[src/rtl/ctt_pkg.sv]
// shared types, codes and constants of the countdown timer table
`timescale 1ns / 1ps
package ctt_pkg;

    localparam int DEFAULT_TABLE_DEPTH = 16;
    localparam int LIVE_W              = 5;

    typedef logic [1:0] t_cmd;
    localparam t_cmd CMD_ADD  = 2'd0;
    localparam t_cmd CMD_DEL  = 2'd1;
    localparam t_cmd CMD_TICK = 2'd2;

    typedef logic [2:0] t_kind;
    localparam t_kind KIND_ADDED     = 3'd0;
    localparam t_kind KIND_REJECTED  = 3'd1;
    localparam t_kind KIND_DEL_DONE  = 3'd2;
    localparam t_kind KIND_POST      = 3'd3;
    localparam t_kind KIND_TICK_DONE = 3'd4;

    // first tag character that makes an expiry post
    localparam logic [7:0] POST_CHAR = 8'h48;

    typedef struct packed {
        t_cmd        cmd;
        logic [15:0] tag;
        logic [7:0]  queue_id;
        logic [7:0]  msg_id;
        logic [15:0] msg_param;
        logic [15:0] timeout;
    } t_in_beat;

    typedef struct packed {
        t_kind             kind;
        logic [7:0]        post_queue;
        logic [7:0]        post_id;
        logic [15:0]       post_param;
        logic [LIVE_W-1:0] live_count;
        logic              last;
    } t_out_beat;

    typedef struct packed {
        logic [15:0] tag;
        logic [7:0]  queue;
        logic [7:0]  msg_id;
        logic [15:0] param;
        logic [15:0] remaining;
    } t_entry;

endpackage

[src/rtl/ctt_mem.sv]
// timer entry memory, one write and one registered read port
`timescale 1ns / 1ps
module ctt_mem #(
    parameter int TABLE_DEPTH = ctt_pkg::DEFAULT_TABLE_DEPTH,
    parameter int AW          = (TABLE_DEPTH > 1) ? $clog2(TABLE_DEPTH) : 1
) (
    input  logic            i_clk,
    input  logic            i_we,
    input  logic [AW-1:0]   i_waddr,
    input  ctt_pkg::t_entry i_wdata,
    input  logic            i_re,
    input  logic [AW-1:0]   i_raddr,
    output ctt_pkg::t_entry o_rdata
);

    ctt_pkg::t_entry r_mem [TABLE_DEPTH];
    ctt_pkg::t_entry r_rdata;

    // read data holds until the next read
    always_ff @(posedge i_clk) begin
        if (i_we) begin
            r_mem[i_waddr] <= i_wdata;
        end
        if (i_re) begin
            r_rdata <= r_mem[i_raddr];
        end
    end

    assign o_rdata = r_rdata;

endmodule

[src/rtl/ctt_outq.sv]
// one-entry result register on the output channel
`timescale 1ns / 1ps
module ctt_outq (
    input  logic               i_clk,
    input  logic               i_rst_n,
    input  logic               i_push,
    input  ctt_pkg::t_out_beat i_beat,
    output logic               o_free,
    output logic               o_valid,
    input  logic               i_ready,
    output ctt_pkg::t_out_beat o_beat
);

    logic               r_valid;
    ctt_pkg::t_out_beat r_beat;

    assign o_free  = !r_valid || i_ready;
    assign o_valid = r_valid;
    assign o_beat  = r_beat;

    always_ff @(posedge i_clk) begin
        if (!i_rst_n) begin
            r_valid <= 1'b0;
        end else if (i_push) begin
            r_valid <= 1'b1;
        end else if (i_ready) begin
            r_valid <= 1'b0;
        end
        if (i_push) begin
            r_beat <= i_beat;
        end
    end

endmodule

[src/rtl/countdown_timer_table_unit.sv]
// countdown timer table: sequencer over the entry memory, top level
`timescale 1ns / 1ps
//
//  channel  | handshake                 | payload
//  ---------+---------------------------+------------------------
//  input    | i_in_valid / o_in_ready   | i_in_beat  (t_in_beat)
//  output   | o_out_valid / i_out_ready | o_out_beat (t_out_beat)
//
//  add: result goes straight to the output register
//  delete / tick: one entry per memory read; a kept entry passes read and evaluate,
//  a removed entry with a move from the tail passes read, evaluate and move,
//  and the closing beat follows the last entry of the walk
//  reset clears the live count, state, index and result valid; memory contents are not cleared
//  a full output register stalls the walk in place; input is taken only in idle
//
module countdown_timer_table_unit #(
    parameter int TABLE_DEPTH = ctt_pkg::DEFAULT_TABLE_DEPTH
) (
    input  logic               i_clk,
    input  logic               i_rst_n,
    input  logic               i_in_valid,
    output logic               o_in_ready,
    input  ctt_pkg::t_in_beat  i_in_beat,
    output logic               o_out_valid,
    input  logic               i_out_ready,
    output ctt_pkg::t_out_beat o_out_beat
);

    localparam int AW = (TABLE_DEPTH > 1) ? $clog2(TABLE_DEPTH) : 1;
    localparam int CW = $clog2(TABLE_DEPTH + 1);

    typedef enum logic [1:0] {
        S_IDLE,
        S_RD,
        S_EVAL,
        S_MOVE
    } t_state;

    t_state              r_state, n_state;
    ctt_pkg::t_cmd       r_cmd, n_cmd;
    logic [15:0]         r_tag, n_tag;
    logic [CW-1:0]       r_total, n_total;
    logic [CW-1:0]       r_idx, n_idx;

    // memory port
    logic                mem_we, mem_re;
    logic [AW-1:0]       mem_waddr, mem_raddr;
    ctt_pkg::t_entry     mem_wdata, mem_rdata;

    // result path
    logic                out_free, push;
    ctt_pkg::t_out_beat  push_beat;
    logic [CW-1:0]       live_src;
    logic [CW+4:0]       live_ext;

    logic [CW-1:0]       tail;
    logic                in_acc, hit, post;

    assign tail     = r_total - CW'(1);
    assign live_ext = {5'd0, live_src};
    assign in_acc   = i_in_valid && o_in_ready;
    assign o_in_ready = (r_state == S_IDLE) && out_free;

    // entry under evaluation: remove on tag match (delete) or zero count (tick)
    assign hit  = (r_cmd == ctt_pkg::CMD_DEL) ? (mem_rdata.tag == r_tag)
                                              : (mem_rdata.remaining == 16'd0);
    assign post = (r_cmd == ctt_pkg::CMD_TICK)
                  && (mem_rdata.tag[15:8] == ctt_pkg::POST_CHAR);

    always_comb begin
        n_state   = r_state;
        n_cmd     = r_cmd;
        n_tag     = r_tag;
        n_total   = r_total;
        n_idx     = r_idx;
        mem_we    = 1'b0;
        mem_re    = 1'b0;
        mem_waddr = r_idx[AW-1:0];
        mem_raddr = r_idx[AW-1:0];
        mem_wdata = mem_rdata;
        push      = 1'b0;
        live_src  = r_total;
        push_beat = '0;
        unique case (r_state)
            S_IDLE: begin
                if (in_acc) begin
                    unique case (i_in_beat.cmd)
                        ctt_pkg::CMD_ADD: begin
                            push           = 1'b1;
                            push_beat.last = 1'b1;
                            if (r_total >= CW'(TABLE_DEPTH)) begin
                                push_beat.kind = ctt_pkg::KIND_REJECTED;
                            end else begin
                                push_beat.kind      = ctt_pkg::KIND_ADDED;
                                mem_we              = 1'b1;
                                mem_waddr           = r_total[AW-1:0];
                                mem_wdata.tag       = i_in_beat.tag;
                                mem_wdata.queue     = i_in_beat.queue_id;
                                mem_wdata.msg_id    = i_in_beat.msg_id;
                                mem_wdata.param     = i_in_beat.msg_param;
                                mem_wdata.remaining = i_in_beat.timeout;
                                n_total             = r_total + CW'(1);
                                live_src            = r_total + CW'(1);
                            end
                        end
                        ctt_pkg::CMD_DEL, ctt_pkg::CMD_TICK: begin
                            n_cmd   = i_in_beat.cmd;
                            n_tag   = i_in_beat.tag;
                            n_idx   = '0;
                            n_state = S_RD;
                        end
                        default: begin
                            // unused command: dropped, no beat
                        end
                    endcase
                end
            end
            S_RD: begin
                if (r_idx >= r_total) begin
                    // walk done: closing beat
                    if (out_free) begin
                        push           = 1'b1;
                        push_beat.kind = (r_cmd == ctt_pkg::CMD_DEL)
                                         ? ctt_pkg::KIND_DEL_DONE
                                         : ctt_pkg::KIND_TICK_DONE;
                        push_beat.last = 1'b1;
                        n_state        = S_IDLE;
                    end
                end else begin
                    mem_re  = 1'b1;
                    n_state = S_EVAL;
                end
            end
            S_EVAL: begin
                if (!hit) begin
                    if (r_cmd == ctt_pkg::CMD_TICK) begin
                        mem_we              = 1'b1;
                        mem_wdata.remaining = mem_rdata.remaining - 16'd1;
                    end
                    n_idx   = r_idx + CW'(1);
                    n_state = S_RD;
                end else if (!post || out_free) begin
                    if (post) begin
                        push                 = 1'b1;
                        push_beat.kind       = ctt_pkg::KIND_POST;
                        push_beat.post_queue = mem_rdata.queue;
                        push_beat.post_id    = mem_rdata.msg_id;
                        push_beat.post_param = mem_rdata.param;
                        live_src             = tail;
                    end
                    n_total = tail;
                    if (r_idx == tail) begin
                        // tail entry itself: just drop it
                        n_state = S_RD;
                    end else begin
                        mem_re    = 1'b1;
                        mem_raddr = tail[AW-1:0];
                        n_state   = S_MOVE;
                    end
                end
            end
            S_MOVE: begin
                // tail entry lands in the freed slot and is examined next
                mem_we  = 1'b1;
                n_state = S_EVAL;
            end
            default: begin
                n_state = S_IDLE;
            end
        endcase
        push_beat.live_count = live_ext[4:0];
    end

    always_ff @(posedge i_clk) begin
        if (!i_rst_n) begin
            r_state <= S_IDLE;
            r_total <= '0;
            r_idx   <= '0;
            r_cmd   <= ctt_pkg::CMD_ADD;
        end else begin
            r_state <= n_state;
            r_total <= n_total;
            r_idx   <= n_idx;
            r_cmd   <= n_cmd;
        end
        r_tag <= n_tag;
    end

    ctt_mem #(
        .TABLE_DEPTH (TABLE_DEPTH),
        .AW          (AW)
    ) u_mem (
        .i_clk   (i_clk),
        .i_we    (mem_we),
        .i_waddr (mem_waddr),
        .i_wdata (mem_wdata),
        .i_re    (mem_re),
        .i_raddr (mem_raddr),
        .o_rdata (mem_rdata)
    );

    ctt_outq u_outq (
        .i_clk   (i_clk),
        .i_rst_n (i_rst_n),
        .i_push  (push),
        .i_beat  (push_beat),
        .o_free  (out_free),
        .o_valid (o_out_valid),
        .i_ready (i_out_ready),
        .o_beat  (o_out_beat)
    );

    // live count never passes the table depth
    a_total_bound: assert property (@(posedge i_clk) disable iff (!i_rst_n)
        r_total <= CW'(TABLE_DEPTH))
        else $error("live count above table depth");

    // posts come only out of a tick walk
    a_post_in_tick: assert property (@(posedge i_clk) disable iff (!i_rst_n)
        push && (push_beat.kind == ctt_pkg::KIND_POST) |-> r_cmd == ctt_pkg::CMD_TICK)
        else $error("post beat outside tick");

    // a beat is only pushed into a free result register
    a_push_free: assert property (@(posedge i_clk) disable iff (!i_rst_n)
        push |-> out_free)
        else $error("result register overrun");

    // read and write never hit the same slot in one cycle
    a_no_rw_clash: assert property (@(posedge i_clk) disable iff (!i_rst_n)
        mem_we && mem_re |-> mem_waddr != mem_raddr)
        else $error("memory read/write clash");

endmodule

[config.mk]
export PLATFORM = sky130hd
export DESIGN_NAME = countdown_timer_table_unit
export DESIGN_NICKNAME = d
export VERILOG_FILES = /design/src/rtl/ctt_pkg.sv /design/src/rtl/ctt_mem.sv /design/src/rtl/ctt_outq.sv /design/src/rtl/countdown_timer_table_unit.sv
export SDC_FILE = /design/constraint.sdc
export NUM_CORES = 2
export LEC_CHECK = 0
export BUFFER_PORTS_ARGS = -buffer_cell sky130_fd_sc_hd__clkbuf_2
export CORE_MARGIN = 2
export CORE_UTILIZATION = 56
export CTS_CLUSTER_SIZE = 8
export DETAILED_ROUTE_END_ITERATION = 16
export PLACE_DENSITY = 0.76
export SETUP_SLACK_MARGIN = 0.02
export SYNTH_ARGS = -nofsm -noshare
export SYNTH_HDL_FRONTEND = slang
export SYNTH_SLANG_ARGS = --single-unit
[constraint.sdc]
create_clock -name i_clk -period 9.2 [get_ports i_clk]
set_input_delay 0.92 -clock i_clk [delete_from_list [all_inputs] [get_ports i_clk]]
set_output_delay 0.92 -clock i_clk [all_outputs]
set_load 0.02 [all_outputs]
======== Yosys cells after proc, flatten, opt, wreduce, memory -nomap -nowiden ========
Memory sizes are Yosys's and may differ from the RTL's. A register that Yosys moved wholly into a read port is not among the register bits.
Index checks and enable logic that the tools add are counted.
cells by class
  equality and inequality tests ........... 17
  magnitude comparators ................... 2
  reductions and logical operators ........ 18
  $add $sub $neg .......................... 4
  mux-type cells .......................... 72
operator list
  operator                                             count
  two-way mux 64 bit                                   3
  two-way mux 34 bit                                   3
  two-way mux 5 bit                                    11
  two-way mux 48 bit                                   1
  two-way mux 16 bit                                   2
  two-way mux 4 bit                                    8
  case mux 16 bit (2 select lines)                     1
  case mux 5 bit (2 select lines)                      3
  two-way mux 1 bit                                    24
  equality test 16 bit                                 1
  zero test 16 bit                                     1
  subtractor 16 x 1 -> 16 bit, second input constant   1
  two-way mux 2 bit                                    7
  AND reduction 4 bit                                  3
  adder 5 x 1 -> 5 bit, second input constant          2
  two-way mux 3 bit                                    3
  case mux 3 bit (3 select lines)                      1
  equality test 2 bit, second input constant           4
  equality test 8 x 7 -> 1 bit, second input constant  1
  != test 2 bit, second input constant                 4
  case mux 2 bit (4 select lines)                      1
  equality test 2 x 1 -> 1 bit, second input constant  3
  != test 3 bit, second input constant                 2
  case mux 1 bit (3 select lines)                      2
  13 further kinds                                     21
word-level totals
  word-level logic and storage cells ...... 126
  memories ................................ 1
  bits in registers ....................... 72
  bits in writable memories ............... 1024
  output and inout port bits .............. 43
memory list
  name         words  width  rd ports  clocked after Yosys merged registers in  write ports  line           source
  u_mem.r_mem  16     64     1         1                                        1            ctt_mem.sv:16  ctt_pkg::t_entry r_mem [TABLE_DEPTH];

======== Longest topological paths before layout ========
  depth after elaboration ................. 8
  gate-level depth with buffers ........... 14
  gate-level depth less buffers ........... 11

======== Hierarchy ========
A second synthesis with hierarchy kept.
unflattened totals
  cells, all modules ...................... 2207
  area, all modules ....................... 45157.1 µm²
modules (own cells, without submodules)
  module                      seq. area each (µm²)  cells each  times used  area each (µm²)
  ctt_mem                     32671.3               1647        1           40222.3
  countdown_timer_table_unit  760.7                 515         1           3654.8
  ctt_outq                    1251.2                45          1           1280.0

======== Worst setup path before layout ========
OpenSTA, ideal clock, no wires.
  path kind ............................... input-to-reg
  start ................................... in i_out_ready
  end ..................................... mem u_mem.r_mem[1][0] in the netlist's numbering (enable)
  data arrival time ....................... 8.373 ns
  cell stages on the path ................. 8
  library setup time ...................... 0.644 ns
  required time ........................... 8.556 ns
  setup slack ............................. 0.183 ns
  path through ............................ nand2b_1 -> and2_1 -> clkbuf_1 -> nand3_1 -> nor2_1 -> clkbuf_1 -> a31oi_1 -> nor4_1
between the ends
  word-level cells in the longest chain between the ends .. 7
  elaborated cells on any way between the ends .. 9
ends and longest elaborated chain
  what                                     line                              source
  from (decl)                              countdown_timer_table_unit.sv:25  input logic i_out_ready,
  logical OR 1 bit *                       ctt_outq.sv:17                    assign o_free = !r_valid || i_ready;
  logical AND 1 bit *                      countdown_timer_table_unit.sv:62  assign o_in_ready = (r_state == S_IDLE) && out_free;
  via o_in_ready                           countdown_timer_table_unit.sv:22  output logic o_in_ready,
  logical AND 1 bit *                      countdown_timer_table_unit.sv:61  assign in_acc = i_in_valid && o_in_ready;
  two-way mux 1 bit                        countdown_timer_table_unit.sv:86  if (in_acc) begin
  case mux 1 bit (3 select lines)          countdown_timer_table_unit.sv:84  unique case (r_state)
  two-way mux 1 bit                        ctt_mem.sv:21                     if (i_we) begin
  two-way mux 1 bit (implied by the code)  ctt_mem.sv:22                     r_mem[i_waddr] <= i_wdata;
  to (decl)                                ctt_mem.sv:16
The timed path passes the listed nets; every way through them passes the cells marked *.

======== Worst setup path after layout ========
  start ................................... reg, netlist name u_mem.o_rdata[7]
  end ..................................... reg, netlist name u_mem.o_rdata[57]
between the ends
  word-level cells in the longest chain between the ends .. 4
  elaborated cells on any way between the ends .. 6
ends and longest elaborated chain
  what                                                                  line                               source
  zero test 16 bit *                                                    countdown_timer_table_unit.sv:66   : (mem_rdata.remaining == 16'd0);
  two-way mux 1 bit *                                                   countdown_timer_table_unit.sv:65   assign hit = (r_cmd == ctt_pkg::CMD_DEL) ? (mem_rdata.tag == r_tag)
  two-way mux 1 bit or two-way mux 4 bit (tied branches)                countdown_timer_table_unit.sv:135  if (!hit) begin
  case mux 1 bit (2 select lines) or two-way mux 4 bit (tied branches)  countdown_timer_table_unit.sv:84
Every way passes the cells marked *; elsewhere a longest branch is shown, timed or not.
A chain may end at the register's enable or synchronous reset.

==> metrics.cfg <==
[place]
hpwl_um = 54800
gp_congestion = 0.872
io_buffers = 112
place_inst = 3724

[logic_synthesis]
synth_area_leaders = edfxtp_1 76%, mux2i_1 11%, o22ai_1 3.5%
synth.most_common_cell = edfxtp_1
synth_nets = 2735
synth_mux_area_share_pct = 11.4
yosysTopAreaCell = edfxtp_1
yosys.area_share.adder_pct = 0.413
ys_seq_area_share_pct = 76.3
ys_types = 59
synthArstFlopShare_pct = 0
synth_top_area_share_pct = 75.6
yosysWarningCount = 0
synth_area_um2 = 45500
synth_edf_count = 1145
synth-main-ff-cell = edfxtp_1
synth-compound-area-share_pct = 4.84
synth-xor-area-share_pct = 0.693
yosys_register_bits = 1160
synth-simple-area-share_pct = 4.75
syn_avg_cell_area_um2 = 17.2
synth_top_family_by_area = multiplexers
syn_inst = 2650
synth_common_cells = 1145 x edfxtp_1, 517 x mux2i_1, 256 x o22ai_1

[drt]
wl_per_cell_um = 29.0
first_pass_iters = 7
vias = 25600
wl_um = 113000
drcViolationCount = 0
ant_nets = 0
avgViaCountPerCell = 6.53
detail_route.iter0.violations = 3424

[pwr]
combPwrFrac_pct = 3.0
p_seq_share_pct = 51.2
ir_drop_v = 0.000170
finalPower_mw = 11.6
pwr-share-clk_pct = 45.8
p_sw_mw = 2.36
switching_share_pct = 20.4
p_leak_nw = 16.2
intPower_mw = 9.19
power_density_nw_per_um2 = 224

[floorplan]
initial_utilization_pct = 56.6
num_rows = 104
core_area_um2 = 80400
boundaryPins = 113
dieArea_um2 = 83500
die_h_um = 289
fp.dieW_um = 289

[critical_path]
rr_worst_depth = 10
cp_num_buf_inv = 1
crit_type = reg2reg
max_stage_delay_ps = 970
arrival_ps = 5960
reg2reg_slack_ps = 3730
crit_path_max_fanout = 64
cp_top_family = simple AND/OR/NAND/NOR gates
path_depth = 10
required_ps = 9680
critPathSlowestCell = buf_4
critPathLaunchType = flop
crit_path_cell_trace = or4_4, nor3_4, or4b_4, o41ai_2, a31oi_1, a21oi_4, buf_4, mux2i_1, o22ai_1, or4_1
end_kind = flop

[clock_network]
clockRootBuffer = clkbuf_16
post_cts_buffers = 0
clockBufferDepth = 3
clk_pin_slew_worst_paths_ps = 50
htree_levels = 4
cts_num_sinks = 1160
tritoncts = built
numCtsBuffers = 163
clock_latency_ps = 760
cts_resized = 0
cts_hold_buf = 0

[sta]
slew_headroom_pct = 22.4
max_freq_ghz = 0.183
setup_viol = 0
hold_viol_final = 0
period_share_pct = 59.5
tightestPinTransition_ps = 1160
rsz0062_at_grt = false
skew_ps = 36.7
drv_slew = 0
setup_tns_ps = 0
period_needed_ps = 5470

[global_route]
grtUsageTotal_pct = 27.2
grt_start_max_net_pins = 153
grt_pass1_wl_um = 164000
first_global_vias = 25600
antenna_found_initial = 2
grt_overflow = 0

[min_path]
hold_depth = 1
holdCritPathClass = in2reg

[run_status]
status = finished clean

[layout]
final_cell_count_no_fill = 3913
drive_gt1_share_pct = 13.1
antennaDiodeCount = 0
layout.nets = 2914
area_growth_pct = 13.6

[flow_run]
drv_cap = 0

[cell families (layout without fill, tap and decap cells)]
kind of cell / count (synthesis) / count (layout)
buffers and inverters: 165 / 368
xor gates and xnor gates: 36 / 36
DFF: 1160 / 1160
adders and majority gates: 15 / 15
AOI/OAI and AO/OA: 343 / 343
and+or+nand+nor: 412 / 412
muxes: 519 / 519
[layer usage]
| metal | part of all wire [%] | up-vias | global-route usage, % |
|---|---|---|---|
| met2 | 49 | 1552 | 44.4 |
| met3 | 9.9 | 272 | 4.84 |
| met5 | 0.011 | - | 0 |
| li1 | - | 10800 | - |
| met4 | 3.6 | 2 | 11.9 |
| met1 | 37 | 12900 | 36.2 |
[metrics by stage]
| stage | instance area [um2] | util (%) | hold WS, ps | setup WS (ps) |
|---|---|---|---|---|
| 6_report | 51700 | 64.3 | 373 | 3730 |
| 5_1_grt | 51700 | 64.3 | 360 | 3580 |
| 4_1_cts | 51700 | 64.3 | 336 | 3810 |
| 3_5_place_dp | 47200 | 58.7 | 540 | 3840 |
| 3_3_place_gp | 47200 | 58.7 | 529 | 3460 |
| 2_1_floorplan | 45500 | - | 506 | 183 |
[cell type report]
class / count / area (um2)
clock buffers: 177 / 4230
clock inverters: 12 / 221
fillers: 5332 / 28700
inverters: 25 / 93.8
multi-input cells: 1325 / 10200
flip-flops and latches: 1160 / 34700
well taps: 1060 / 1330
repair buffers: 154 / 913
[registers in the layout, summed over array words and instances (netlist names)]
name            flops
r_state             2
r_idx               5
u_mem.o_rdata      64
u_mem.r_mem      1024
r_tag              16
u_outq.o_valid      1
u_outq.o_beat      41
r_cmd               2
r_total             5
[power by group through the flow]
stage / Sequential, mW / Combinational [mW] / Clock [mW]
after detailed placement: 6.02 / 0.343 / 0
after floorplan: 6.06 / 0.153 / 0
final: 5.92 / 0.347 / 5.29
after CTS: 5.92 / 0.345 / 5.32
after global placement: 6.01 / 0.330 / 0
after global routing: 5.92 / 0.372 / 5.54
[layout by cell type (no fill, tap or decap), drive strengths merged, types with 8 or more instances in the layout]
master  count
and2       47
xor2       18
o21ai      21
nand2     199
inv        29
mux2i     517
nand4      11
clkinv      8
or4        65
edfxtp   1145
nor2       18
dfxtp      15
and3        9
clkbuf    289
buf        42
a21oi      15
o22ai     256
xnor2      18
ha         15
nand3      13
nor3       19
[path summary, 6_finish.rpt]
path | start | end
max | u_mem.o_rdata[7] | u_mem.o_rdata[57]
min | i_in_beat[52] | r_tag[4]
max reg2reg | u_mem.o_rdata[7] | u_mem.o_rdata[57]
min reg2reg | u_mem.o_rdata[18] | u_outq.o_beat[8]
Note: power is estimated with default switching activity, not from simulation.
